### config.mk
export PLATFORM = sky130hd
export DESIGN_NAME = text_byte_stream_recoder_core
export DESIGN_NICKNAME = d
export VERILOG_FILES = /design/src/tbsr_pkg.sv /design/src/tbsr_front.sv /design/src/tbsr_queue.sv /design/src/tbsr_back.sv /design/src/text_byte_stream_recoder_core.sv
export SDC_FILE = /design/constraint.sdc
export NUM_CORES = 1
export LEC_CHECK = 0
export BUFFER_PORTS_ARGS = -buffer_cell sky130_fd_sc_hd__clkbuf_2
export CORE_UTILIZATION = 40
export DETAILED_ROUTE_END_ITERATION = 6
export GPL_TIMING_DRIVEN = 1
export PLACE_DENSITY_LB_ADDON = 0.15
export SLEW_MARGIN = 20
export SYNTH_ARGS = -nofsm -noshare
export SYNTH_HDL_FRONTEND = slang
export SYNTH_SLANG_ARGS = --single-unit
### constraint.sdc
create_clock -name clock -period 3.5 [get_ports clock]
set_clock_uncertainty 0.05 [all_clocks]
set_input_delay 0 -clock clock [delete_from_list [all_inputs] [get_ports clock]]
set_output_delay 0 -clock clock [all_outputs]
set_load 0.005 [all_outputs]
### src/tbsr_pkg.sv
// Shared types and constants for the text byte stream recoder.
// Used by the front classifier, the item queue, the back emitter and the top level.
package tbsr_pkg;

   // register indexes on the configuration port
   localparam logic [1:0] REG_LATIN1 = 2'd0;
   localparam logic [1:0] REG_PAIR   = 2'd1;
   localparam logic [1:0] REG_DROP   = 2'd2;
   localparam logic [1:0] REG_LIMIT  = 2'd3;
   localparam int unsigned REG_COUNT = 4;

   // pair mode codes
   localparam logic [2:0] PAIR_NONE         = 3'd0;
   localparam logic [2:0] PAIR_ASCII_LITTLE = 3'd1;
   localparam logic [2:0] PAIR_ASCII_BIG    = 3'd2;
   localparam logic [2:0] PAIR_UTF8_LITTLE  = 3'd3;

   localparam logic [7:0]  SPACE_BYTE  = 8'h20;
   localparam logic [31:0] LIMIT_RESET = 32'hFFFF_FFFF;

   // configuration seen by the datapath
   typedef struct packed {
      logic        latin1_expand;
      logic [2:0]  pair_mode;
      logic        drop_spaces;
      logic [31:0] output_limit;
   } cfg_type;

   // one queued item: end marker, or one or two candidate bytes
   typedef struct packed {
      logic       is_end;
      logic [1:0] count;
      logic [7:0] byte0;
      logic [7:0] byte1;
   } entry_type;

endpackage

### src/tbsr_front.sv
// Front classifier: accepts input items, decodes characters, builds queue entries.
// Depends on tbsr_pkg for the configuration and entry types.
module tbsr_front (
   input  logic                clock,
   input  logic                reset,
   input  tbsr_pkg::cfg_type   cfg,
   input  logic                in_valid,
   output logic                in_ready,
   input  logic [7:0]          raw_byte,
   input  logic                stream_end,
   input  logic                queue_full,
   output logic                push,
   output tbsr_pkg::entry_type entry
);
   import tbsr_pkg::*;

   // only the low 16 code point bits are ever emitted, so keep just those
   logic [15:0] accum_ff, accum_in;
   logic [2:0]  pending_ff, pending_in;
   logic        accept;
   logic        little;
   logic [15:0] pair_cp;
   logic        emit_pair;
   logic [15:0] shifted;

   assign in_ready = !queue_full;
   assign accept   = in_valid && !queue_full;
   assign little   = (cfg.pair_mode == PAIR_ASCII_LITTLE) ||
                     (cfg.pair_mode == PAIR_UTF8_LITTLE);
   assign shifted  = {accum_ff[9:0], raw_byte[5:0]};

   // classify the item and work out the next decoder state
   always_comb begin
      accum_in    = accum_ff;
      pending_in  = pending_ff;
      entry       = '0;
      emit_pair   = 1'b0;
      pair_cp     = 16'd0;
      if (stream_end) begin
         accum_in     = 16'd0;
         pending_in   = 3'd0;
         entry.is_end = 1'b1;
      end else if (cfg.latin1_expand || cfg.pair_mode == PAIR_NONE) begin
         accum_in   = 16'd0;
         pending_in = 3'd0;
         if (cfg.drop_spaces && raw_byte == SPACE_BYTE) begin
            entry.count = 2'd0;
         end else if (cfg.latin1_expand && raw_byte[7]) begin
            entry.count = 2'd2;
            entry.byte0 = {6'b110000, raw_byte[7:6]};
            entry.byte1 = {2'b10, raw_byte[5:0]};
         end else begin
            entry.count = 2'd1;
            entry.byte0 = raw_byte;
         end
      end else if (cfg.pair_mode == PAIR_ASCII_LITTLE || cfg.pair_mode == PAIR_ASCII_BIG) begin
         accum_in   = 16'd0;
         pending_in = 3'd0;
         emit_pair  = 1'b1;
         pair_cp    = {8'd0, raw_byte};
      end else if (pending_ff != 3'd0) begin
         if (raw_byte[7:6] == 2'b10) begin
            // continuation: gather six more bits
            pending_in = pending_ff - 3'd1;
            if (pending_ff == 3'd1) begin
               emit_pair = 1'b1;
               pair_cp   = shifted;
               accum_in  = 16'd0;
            end else begin
               accum_in  = shifted;
            end
         end else begin
            // bad continuation: close the character, drop the byte
            emit_pair  = 1'b1;
            pair_cp    = accum_ff;
            accum_in   = 16'd0;
            pending_in = 3'd0;
         end
      end else if (raw_byte[7:5] == 3'b110) begin
         accum_in   = {11'd0, raw_byte[4:0]};
         pending_in = 3'd1;
      end else if (raw_byte[7:4] == 4'b1110) begin
         accum_in   = {12'd0, raw_byte[3:0]};
         pending_in = 3'd2;
      end else if (raw_byte[7:3] == 5'b11110) begin
         accum_in   = {13'd0, raw_byte[2:0]};
         pending_in = 3'd3;
      end else if (raw_byte[7:2] == 6'b111110) begin
         accum_in   = {14'd0, raw_byte[1:0]};
         pending_in = 3'd4;
      end else if (raw_byte[7:1] == 7'b1111110) begin
         accum_in   = {15'd0, raw_byte[0]};
         pending_in = 3'd5;
      end else begin
         // ASCII or stray byte stands as its own character
         emit_pair = 1'b1;
         pair_cp   = {8'd0, raw_byte};
      end
      if (emit_pair) begin
         entry.count = 2'd2;
         entry.byte0 = little ? pair_cp[7:0] : pair_cp[15:8];
         entry.byte1 = little ? pair_cp[15:8] : pair_cp[7:0];
      end
   end

   // queue only items that cause a result
   assign push = accept && (entry.is_end || entry.count != 2'd0);

   // hold decoder state between items
   always_ff @(posedge clock) begin
      if (reset) begin
         accum_ff   <= 16'd0;
         pending_ff <= 3'd0;
      end else if (accept) begin
         accum_ff   <= accum_in;
         pending_ff <= pending_in;
      end
   end

endmodule

### src/tbsr_queue.sv
// Short item queue between the front classifier and the back emitter.
// Depends on tbsr_pkg for the entry type.
module tbsr_queue #(
   parameter int unsigned DEPTH = 4
) (
   input  logic                clock,
   input  logic                reset,
   input  logic                push,
   input  tbsr_pkg::entry_type push_entry,
   output logic                full,
   input  logic                pop,
   output logic                head_valid,
   output tbsr_pkg::entry_type head_entry
);
   import tbsr_pkg::*;

   localparam int unsigned PTR_W  = (DEPTH > 1) ? $clog2(DEPTH) : 1;
   localparam int unsigned FILL_W = $clog2(DEPTH + 1);

   entry_type slot_ff [DEPTH];
   logic [PTR_W-1:0]  wr_ptr_ff, wr_ptr_in, rd_ptr_ff, rd_ptr_in;
   logic [FILL_W-1:0] fill_ff, fill_in;
   logic              do_push, do_pop;

   assign full       = (fill_ff == FILL_W'(DEPTH));
   assign head_valid = (fill_ff != '0);
   assign head_entry = slot_ff[rd_ptr_ff];
   assign do_push    = push && !full;
   assign do_pop     = pop && head_valid;

   // advance pointers with wrap at the depth
   always_comb begin
      wr_ptr_in = wr_ptr_ff;
      rd_ptr_in = rd_ptr_ff;
      fill_in   = fill_ff;
      if (do_push) begin
         wr_ptr_in = (wr_ptr_ff == PTR_W'(DEPTH - 1)) ? '0 : wr_ptr_ff + PTR_W'(1);
      end
      if (do_pop) begin
         rd_ptr_in = (rd_ptr_ff == PTR_W'(DEPTH - 1)) ? '0 : rd_ptr_ff + PTR_W'(1);
      end
      if (do_push && !do_pop) begin
         fill_in = fill_ff + FILL_W'(1);
      end else if (do_pop && !do_push) begin
         fill_in = fill_ff - FILL_W'(1);
      end
   end

   always_ff @(posedge clock) begin
      if (reset) begin
         wr_ptr_ff <= '0;
         rd_ptr_ff <= '0;
         fill_ff   <= '0;
      end else begin
         wr_ptr_ff <= wr_ptr_in;
         rd_ptr_ff <= rd_ptr_in;
         fill_ff   <= fill_in;
      end
   end

   // store the entry
   always_ff @(posedge clock) begin
      if (do_push) begin
         slot_ff[wr_ptr_ff] <= push_entry;
      end
   end

endmodule

### src/tbsr_back.sv
// Back emitter: sends queued bytes one per cycle while the receiver is ready, under the output byte limit.
// Depends on tbsr_pkg for the entry type.
module tbsr_back (
   input  logic                clock,
   input  logic                reset,
   input  logic [31:0]         output_limit,
   input  logic                head_valid,
   input  tbsr_pkg::entry_type head_entry,
   output logic                pop,
   output logic                out_valid,
   input  logic                out_ready,
   output logic [7:0]          out_byte,
   output logic                out_end,
   output logic                out_last
);
   import tbsr_pkg::*;

   logic        phase_ff, phase_in;
   logic [31:0] count_ff, count_in;
   logic        valid_ff, valid_in;
   logic [7:0]  byte_ff, byte_in;
   logic        end_ff, end_in;
   logic        last_ff, last_in;
   logic        load_ok, emit;
   logic        pass_now, pass_next;

   assign load_ok   = !valid_ff || out_ready;
   assign pass_now  = count_ff < output_limit;
   assign pass_next = ({1'b0, count_ff} + 33'd1) < {1'b0, output_limit};

   // pick the next byte slot of the head entry
   always_comb begin
      pop      = 1'b0;
      emit     = 1'b0;
      phase_in = phase_ff;
      count_in = count_ff;
      byte_in  = byte_ff;
      end_in   = end_ff;
      last_in  = last_ff;
      if (head_valid && load_ok) begin
         if (head_entry.is_end) begin
            emit     = 1'b1;
            byte_in  = 8'd0;
            end_in   = 1'b1;
            last_in  = 1'b1;
            pop      = 1'b1;
            count_in = 32'd0;
            phase_in = 1'b0;
         end else if (!phase_ff) begin
            if (pass_now) begin
               emit     = 1'b1;
               byte_in  = head_entry.byte0;
               end_in   = 1'b0;
               last_in  = !(head_entry.count == 2'd2 && pass_next);
               count_in = count_ff + 32'd1;
            end
            if (head_entry.count == 2'd2) begin
               phase_in = 1'b1;
            end else begin
               pop = 1'b1;
            end
         end else begin
            if (pass_now) begin
               emit     = 1'b1;
               byte_in  = head_entry.byte1;
               end_in   = 1'b0;
               last_in  = 1'b1;
               count_in = count_ff + 32'd1;
            end
            pop      = 1'b1;
            phase_in = 1'b0;
         end
      end
      if (emit) begin
         valid_in = 1'b1;
      end else if (out_ready) begin
         valid_in = 1'b0;
      end else begin
         valid_in = valid_ff;
      end
   end

   always_ff @(posedge clock) begin
      if (reset) begin
         phase_ff <= 1'b0;
         count_ff <= 32'd0;
         valid_ff <= 1'b0;
      end else begin
         phase_ff <= phase_in;
         count_ff <= count_in;
         valid_ff <= valid_in;
      end
   end

   // hold the result payload
   always_ff @(posedge clock) begin
      byte_ff <= byte_in;
      end_ff  <= end_in;
      last_ff <= last_in;
   end

   assign out_valid = valid_ff;
   assign out_byte  = byte_ff;
   assign out_end   = end_ff;
   assign out_last  = last_ff;

endmodule

### src/text_byte_stream_recoder_core.sv
// Text byte stream recoder: passes, Latin-1 expands or UTF-8/ASCII pair-encodes a byte
// stream, with optional space dropping and an output byte limit. Input items are taken
// one per cycle while the item queue has room; the emitter sends one result byte per
// cycle while the receiver is ready, so an item giving two bytes is sent byte by byte
// before the next item starts. Items that give no result never reach the emitter; an
// item whose bytes are all held back by the limit still steps through the emitter.
// Depends on tbsr_pkg, tbsr_front, tbsr_queue and tbsr_back.
module text_byte_stream_recoder_core #(
   parameter int unsigned QUEUE_DEPTH = 4
) (
   input  logic        clock,
   input  logic        reset,
   input  logic        req_valid,
   output logic        req_ready,
   input  logic [7:0]  req_raw_byte,
   input  logic        req_stream_end,
   output logic        rsp_valid,
   input  logic        rsp_ready,
   output logic [7:0]  rsp_text_byte,
   output logic        rsp_end_marker,
   output logic        rsp_run_last,
   input  logic        csr_psel,
   input  logic        csr_penable,
   input  logic        csr_pwrite,
   input  logic [3:0]  csr_paddr,
   input  logic [31:0] csr_pwdata,
   output logic [31:0] csr_prdata,
   output logic        csr_pready
);
   import tbsr_pkg::*;

   cfg_type     cfg_ff;
   logic        cfg_write;
   logic [1:0]  reg_index;
   logic        reg_in_range;
   logic        push, pop, full, head_valid;
   entry_type   push_entry, head_entry;

   // configuration registers
   assign csr_pready   = 1'b1;
   assign cfg_write    = csr_psel && csr_penable && csr_pwrite;
   assign reg_index    = csr_paddr[3:2];
   assign reg_in_range = (csr_paddr[1:0] == 2'd0) && ({30'd0, reg_index} < REG_COUNT);

   always_ff @(posedge clock) begin
      if (reset) begin
         cfg_ff.latin1_expand <= 1'b0;
         cfg_ff.pair_mode     <= PAIR_NONE;
         cfg_ff.drop_spaces   <= 1'b0;
         cfg_ff.output_limit  <= LIMIT_RESET;
      end else if (cfg_write && reg_in_range) begin
         case (reg_index)
            REG_LATIN1: cfg_ff.latin1_expand <= csr_pwdata[0];
            REG_PAIR:   cfg_ff.pair_mode     <= csr_pwdata[2:0];
            REG_DROP:   cfg_ff.drop_spaces   <= csr_pwdata[0];
            REG_LIMIT:  cfg_ff.output_limit  <= csr_pwdata;
            default: begin
            end
         endcase
      end
   end

   // read back
   always_comb begin
      csr_prdata = 32'd0;
      if (reg_in_range) begin
         case (reg_index)
            REG_LATIN1: csr_prdata = {31'd0, cfg_ff.latin1_expand};
            REG_PAIR:   csr_prdata = {29'd0, cfg_ff.pair_mode};
            REG_DROP:   csr_prdata = {31'd0, cfg_ff.drop_spaces};
            REG_LIMIT:  csr_prdata = cfg_ff.output_limit;
            default:    csr_prdata = 32'd0;
         endcase
      end
   end

   tbsr_front u_front (
      .clock      (clock),
      .reset      (reset),
      .cfg        (cfg_ff),
      .in_valid   (req_valid),
      .in_ready   (req_ready),
      .raw_byte   (req_raw_byte),
      .stream_end (req_stream_end),
      .queue_full (full),
      .push       (push),
      .entry      (push_entry)
   );

   tbsr_queue #(
      .DEPTH (QUEUE_DEPTH)
   ) u_queue (
      .clock      (clock),
      .reset      (reset),
      .push       (push),
      .push_entry (push_entry),
      .full       (full),
      .pop        (pop),
      .head_valid (head_valid),
      .head_entry (head_entry)
   );

   tbsr_back u_back (
      .clock        (clock),
      .reset        (reset),
      .output_limit (cfg_ff.output_limit),
      .head_valid   (head_valid),
      .head_entry   (head_entry),
      .pop          (pop),
      .out_valid    (rsp_valid),
      .out_ready    (rsp_ready),
      .out_byte     (rsp_text_byte),
      .out_end      (rsp_end_marker),
      .out_last     (rsp_run_last)
   );

endmodule

==> impl_results.md, run 1 <==
- H-tree levels: 4
- Cell area after synthesis: approximately 10000 sq um
- Vias: about 8400
- Seq/Total Area, Yosys: 44.0%
- Row count: 58
- Die height: ~160 um
- Worst-path fanout max: 6
- Post-synth top cells: nand2_1, dfxtp_1, nor2_1, edfxtp_1, ha_1
- CTS tree: built
- Critical Path AT: 3360 ps
- Area grow syn2layout: 19.1%
- Grt met2 use: between 30% and 40%
- Crit path launch type: register
- WS Path Type: reg -> reg
- Crit-path leading delay family: simple AND/OR/NAND/NOR gates
- Gr busiest metal: met2
- Routed len/inst: about 17 um
- Pre-Repair DR Iteration Count: 5
- Actual slew at the worst max-slew pin: ~1100 ps
- Syn avg cell area: roughly 9.8 sq um
- Setup slack after layout: 255 ps
- Core region area: around 25000 sq um
- DR vias/cell: ~5.5
- # diodes: 0
- Worst min path class: in -> reg
- Slowest stage delay, CP: ~390 ps
- Syn Nets: about 1200
- CP Buf/Inv Count: 0
- Post-synth EDFFs: 86
- CTS buffer count: 17
- Total GRT Usage: 20.6%
- I/O pin cnt: a little under 100
- Crit path required time: 3620 ps
- Layout cell share with drive strength beyond 1: ~18%
- Peak Freq: approximately 310 MHz
- Die X: 163 um
- Worst path cell trace: nand4_4 -> nor4_4 -> and3_4 -> and3_1 -> and3_4 -> xor2_2 -> ha_1 -> a21o_1 -> a21o_1 -> a21oi_1 -> o21ai_0 -> o31ai_1 -> o211ai_1
- P per Cell Area: ~460 nW/um^2
- Status: finished, final reports clean
- CTS max path bufs: 2
- Total grt overflow: 0
- RSZ-0062 raised after global routing: false
- Simple-Gate Fraction of Synth Area: 18.5%
- Port-buffer cells: between 90 and 100
- Critical path's slowest cell: dfxtp_4
- Worst-skew pair later-pin latency: ~440 ps
- DP HPWL: around 18000 um
- Max-Cap Viols: 0
- Reg2Reg Depth: 13
- DRC: 0
- Fin crit share: approximately 93%
- Hold Path Depth: 4
- Critical path depth: 13
- Post-synth top area share: roughly a quarter
- Setup violations, final: 0
- Sink Count: between 150 and 200
- CTS clk-pin slew, worst paths: approximately 80 ps
- LEAKAGE: between 5 and 6 nW
- Yosys top cell by area: edfxtp_1
- Post-Route Setup TNS: 0 ps
- Number of synthesized register bits: 185
- Initial antenna violation count: 0
- Max_slew headroom: slightly below 30%
- RePlAce Congestion: about 0.86
- Routed wire length: between 20000 and 30000 um
- Post-synthesis xor/xnor area fraction: between 2 and 3%
- Largest family of logic cells by synthesized area: simple AND/OR/NAND/NOR gates
- Warnings, synthesis: 0
- Mux share of post-synthesis cell area: under 10%
- Largest net degree at the start of global routing: 63
- Top_reg_cell synth: dfxtp_1
- Initial core utilization: 40.9%
- First-pass GRT wire length: 42800 um
- Post-synthesis adder-cell area fraction: 8.88%
- Final Hold Vio Count: 0
- Syn Inst Count: ~1100
- GR Util met3: under 10%
- Setup fix buffers added after clock tree synthesis: 0
- CP endpoint kind: register
- Nets: about 1300
- Die ar.: 26600 sq um
- Most used standard cell by instance count after synthesis: nand2_1
- Compound-cell area share of the yosys netlist: 15.2%
- VDD IR max: between 0.0002 and 0.0003 V
- Synth top area cells: edfxtp_1, dfxtp_1, ha_1, nand2_1, mux4_2
- Vias in the first global route: 8100
- Setup slack at placement: around 73 ps
- Distinct cells, synth: 77
- Slew Viols, Final: 0
- Synth async-reset ratio: 0%
- Drt initial violations: a little over 500
- Clock Tree Root: clkbuf_16
- Min Tclk post-route: around 3200 ps
- Routed Antenna Nets: 0
- Grt met1 use: 29.1%
sequential cells by signal, summed over array words and instances (netlist names), named ones only:
signal              flops
u_queue.slot_ff        76
cfg_ff                 37
u_back.count_ff        32
u_front.accum_ff       16
u_back.out_byte         8
u_front.pending_ff      3
u_queue.fill_ff         3
u_queue.rd_ptr_ff       2
u_queue.wr_ptr_ff       2
u_back.out_end          1
u_back.out_last         1
u_back.out_valid        1
u_back.phase_ff         1
metrics by stage:
| step | cells | hold slack (ps) | area (sq um) | total power [W] | utilization [%] |
|---|---|---|---|---|---|
| floorplan | 1054 | -16.8 | 10400 | 0.00334 | - |
| global placement | 1454 | 175 | 11300 | 0.00383 | 44.6 |
| detailed placement | 1454 | 178 | 11300 | 0.00384 | 44.6 |
| CTS | 1530 | 10.9 | 12300 | 0.00574 | 48.6 |
| global route | 1530 | 32.8 | 12300 | 0.00595 | 48.7 |
| finish | 1530 | 44.3 | 12300 | 0.00568 | 48.7 |
layout make-up:
class | count | area (sq um)
Fill cell | 2351 | 13000
Multi-Input combinational cell | 751 | 5360
Sequential cell | 185 | 4580
Timing Repair Buffer | 181 | 1240
Clock buffer | 17 | 425
Tap cell | 330 | 413
Inverter | 51 | 191
Clock inverter | 15 | 130
cell families after synthesis:
| group | Yosys count |
|---|---|
| AO/OA/AOI/OAI | 229 |
| XOR/XNOR | 34 |
| adder cells (fa/ha/maj) | 73 |
| buffers and inverters | 118 |
| flip-flops | 185 |
| multiplexers | 39 |
| other | 1 |
| AND/OR/NAND/NOR | 375 |
placed cells by master (no fill, tap or decap), drive strengths merged, types with 5 or more instances in the layout:
master	count
ha	72
nand4	18
o21ai	30
a32oi	13
nor3	22
edfxtp	86
inv	60
mux4	17
a22oi	23
nor2	97
mux2i	19
o211ai	36
nor2b	8
nor4	36
nand2	107
a21oi	58
clkinv	5
o31ai	5
and3	16
and2	6
nand4b	6
nand2b	11
nand3	31
a31oi	12
xnor2	13
nand3b	5
buf	42
xor2	21
a21o	10
a221o	10
clkbuf	112
dlygate4sd3	44
dfxtp	99
per-layer routing:
metal | wire [um] | vias to the layer above
met5 | 0 | -
met1 | 13100 | 3999
li1 | - | 4194
met2 | 12100 | 179
met4 | 189 | 0
met3 | 958 | 15
worst paths after layout:
path	slack [ps]	start	endpoint
setup / recovery	250	u_back.count_ff[4]$_SDFFE_PP0P_	u_back.out_last$_SDFFCE_PP1P_
hold reg to reg	440	u_front.pending_ff[0]$_SDFFE_PP0P_	u_front.pending_ff[0]$_SDFFE_PP0P_
hold / removal	40	csr_pwrite	cfg_ff[0]$_SDFFE_PP1P_
setup reg to reg	250	u_back.count_ff[4]$_SDFFE_PP0P_	u_back.out_last$_SDFFCE_PP1P_
timing repair:
item,in CTS,in global routing
hold buffers,44,0
hold endpoints to repair,47,0
setup endpoints to repair,0,1
gates resized for setup,0,14
where the power goes:
part	total, W	leakage (nW)	internal, W	switching (W)
Sequential	0.00253	1.66	0.00244	0.0000826
Clock	0.00186	0.277	0.000941	0.000920
Combinational	0.00129	3.34	0.000502	0.000787
worst reg2reg max path: cells and delay by family (launching register included):
kind	cells	cell delay, ps
adders and majority gates	1	260
and+or+nand+nor	5	1120
DFF	1	390
xor gates and xnor gates	1	140
AOI/OAI and AO/OA	6	1020
No activity file was read; power rests on OpenSTA's default activity.
==> run 2: changes to the inputs <==
REMOVE_ABC_BUFFERS = 1   (was unset)
==> run 2 against run 1 <==
Net effect:
- register-to-register slack got worse by 90 ps
- sequential power barely moved
- setup slack worse by 93 ps
- power decreased by 0.61%
- flip-flop and latch count stayed put
- clock power is essentially flat
- hold slack improved by 7.6 ps
- cell count barely moved
- critical path type unchanged
- largest cell class unchanged
- largest power group unchanged
==> impl_results.md, run 2 (synthesized netlist as in run 1, its figures left out) <==
- H-tree levels: 4 (unchanged)
- Power Total: 0.00564 W (-0.61%)
- Critical path launch point: u_back.count_ff[6]$_SDFFE_PP0P_
- Critical path's slowest cell: dfxtp_2
- Crit path required time: 3610 ps (about the same)
- Critical path depth: 13 (unchanged)
- Crit path launch type: register
- CP Buf/Inv Count: 0 (unchanged)
- Fin util: 48.7% (about the same)
- Routed wire length: 25600 um (-2.7%)
- Max-Cap Viols: 0 (unchanged)
- Crit-path leading delay family: simple AND/OR/NAND/NOR gates
- Status: finished, final reports clean
- CTS tree: built
- Routed Antenna Nets: 0 (unchanged)
- Worst-path fanout max: 4 (-2)
- Vias in the first global route: 7998 (-1.3%)
- Worst min path class: in -> reg
- Setup fix buffers added after clock tree synthesis: 0 (unchanged)
- Final Hold Vio Count: 0 (unchanged)
- Most flops, register: u_queue.slot_ff
- CTS buffer count: 17 (unchanged)
- Fill cell count: 2399 (+2.0%)
- Peak Freq: 300 MHz (-2.8%)
- Critical Path AT: 3450 ps (+90 ps)
- Biggest regs: u_queue.slot_ff x76, cfg_ff x37, u_back.count_ff x32
- CP Capture Point: u_back.out_last$_SDFFCE_PP1P_
- Switch Pwr: 0.00174 W (-2.8%)
- Routed len/inst: 16.7 um (-2.8%)
- CTS max path bufs: 2 (unchanged)
- Clock share of power: 33.1% (+0.3 points)
- Sequential group share of total power: 45.0% (+0.5 points)
- Largest net degree at the start of global routing: 65 (+3.2%)
- Comb pwr share: 21.9% (-0.8 points)
- Vias: 8328 (-0.70%)
- Inst Count DP: 1455 (+0.069%)
- Sink Count: 185 (unchanged)
- Die ar.: 26600 sq um (unchanged)
- Drt initial violations: 502 (-0.99%)
- Post-Layout Cell Count: 1531 (+0.065%)
- Die height: 163 um (unchanged)
- Reg2reg setup slack: 160 ps (-90 ps)
- Switch share: 30.8% (-0.70 points)
- Slowest stage delay, CP: 390 ps (about the same)
- Reg2reg end: u_back.out_last$_SDFFCE_PP1P_
- CTS clk-pin slew, worst paths: 70 ps (about the same)
- WS Path Type: reg -> reg
- Initial core utilization: 40.9% (unchanged)
- Initial antenna violation count: 0 (unchanged)
- VDD IR max: 0.000282 V (-3.1%)
- Max_slew headroom: 29.1% (-0.033 points)
- Port-buffer cells: 95 (unchanged)
- Die X: 163 um (unchanged)
- DP HPWL: 18000 um (-1.3%)
- DRC: 0 (unchanged)
- Slew Viols, Final: 0 (unchanged)
- Nets: 1313 (+0.076%)
- I/O pin cnt: 97 (unchanged)
- Pre-Repair DR Iteration Count: 4 (-1)
- Worst-skew pair later-pin latency: 430 ps (about the same)
- Cell internal pwr: 0.00390 W (+0.40%)
- Worst path cell trace: nand4_4 -> nor4_4 -> and3_4 -> and3_1 -> and3_4 -> xor2_1 -> ha_1 -> a21o_1 -> a21o_1 -> a21oi_1 -> o21ai_0 -> o31ai_1 -> o211ai_1
- RePlAce Congestion: 0.867 (+1.2%)
- Min Tclk post-route: 3340 ps (+92.9 ps)
- Clock Tree Root: clkbuf_16
- Total GRT Usage: 20.0% (-0.63 points)
- CP endpoint kind: register
- Reg2Reg Depth: 13 (unchanged)
- Commonest non-fill, non-tap cell in the layout: nand2_1
- RSZ-0062 raised after global routing: false
- First-pass GRT wire length: 41700 um (-2.6%)
- Layout cell share with drive strength beyond 1: 17.9% (-0.098 points)
- Row count: 58 (unchanged)
- P per Cell Area: 457 nW/um^2 (-0.57%)
- Leading cell types in the layout, fill and taps excluded: nand2_1, nor2_1, dfxtp_1, clkbuf_2, edfxtp_1
- DR vias/cell: 5.44 (-0.77%)
- Max FFs per register: 76 (unchanged)
- Worst R2R Start: u_back.count_ff[6]$_SDFFE_PP0P_
- Area grow syn2layout: 19.0% (about the same)
- Hold_ws: 51.9 ps (+7.63 ps)
- Core region area: 25300 sq um (unchanged)
- # diodes: 0 (unchanged)
- Actual slew at the worst max-slew pin: 1060 ps (+0.491 ps)
- LEAKAGE: 5.27 nW (about the same)
- Fin crit share: 95.4% (+2.7 points)
- Setup violations, final: 0 (unchanged)
- Total grt overflow: 0 (unchanged)
==> run 2: cell types whose count changed in the layout (fill, tap and decap cells not counted), sizes merged <==
cell    before  now
clkinv       5    8
clkbuf     112  113
buf         42   43
inv         60   56
==> run 2: final cells by class <==
cell class                 instances  area (sq um)  area share [%]
multi-input combinational        751          5360            43.4
timing repair buffer             182          1240            10.0
tap                              330           413            3.35
clock inverter                    14           131            1.06
inverter                          51           191            1.55
sequential                       185          4570            37.0
clock buffer                      18           439            3.56
==> run 2: tightest hold or removal path: stages <==
cell and delay, ps:
clkbuf_2 170, nor4b_1 170, a21oi_1 110, nor2_1 40
==> run 2: metrics by stage <==
step	instance area [sq um]	setup slack [ps]	setup TNS, ps
floorplan	10100	-822	-26330
global placement	11300	219	0
detailed placement	11300	161	0
CTS	12300	133	0
global route	12300	4.03	0
finish	12300	162	0
==> run 2: power groups by stage <==
stage	clock (W)	combinational (W)	sequential, W
CTS	0.00190	0.00125	0.00254
finish	0.00186	0.00124	0.00254
floorplan	0	0.000651	0.00262
global route	0.00198	0.00137	0.00256
global placement	0	0.00120	0.00259
detailed placement	0	0.00121	0.00259
==> run 2: routing by layer <==
layer  GRT usage (%)  wire, um  up-vias
li1                -         -     4187
met1            28.3     13000     3923
met2            31.4     11400      193
met3            2.55       909       25
met4            6.54       367        0
met5               0         0        -
==> run 2: how the worst min path moves through the flow <==
stage                                  endpoint  slack [ps]  cells after the start            start
5_1_grt         u_queue.slot_ff[1][1]$_DFFE_PP_          70                      2  req_raw_byte[1]
3_5_place_dp             cfg_ff[8]$_SDFFE_PP1P_         180                      3    csr_pwdata[8]
6_report       u_front.accum_ff[2]$_SDFFE_PP0P_          50                      4  req_raw_byte[2]
2_1_floorplan                     csr_prdata[0]         -20                      1     csr_paddr[0]
3_3_place_gp            cfg_ff[23]$_SDFFE_PP1P_         170                      3   csr_pwdata[23]
4_1_cts         u_queue.slot_ff[1][1]$_DFFE_PP_          30                      2  req_raw_byte[1]
==> run 2: repair_timing <==
action,CTS,global route
hold buffers,44,0
endpoints found under the hold margin,47,0
setup endpoints to repair,0,1
resized for setup,0,8
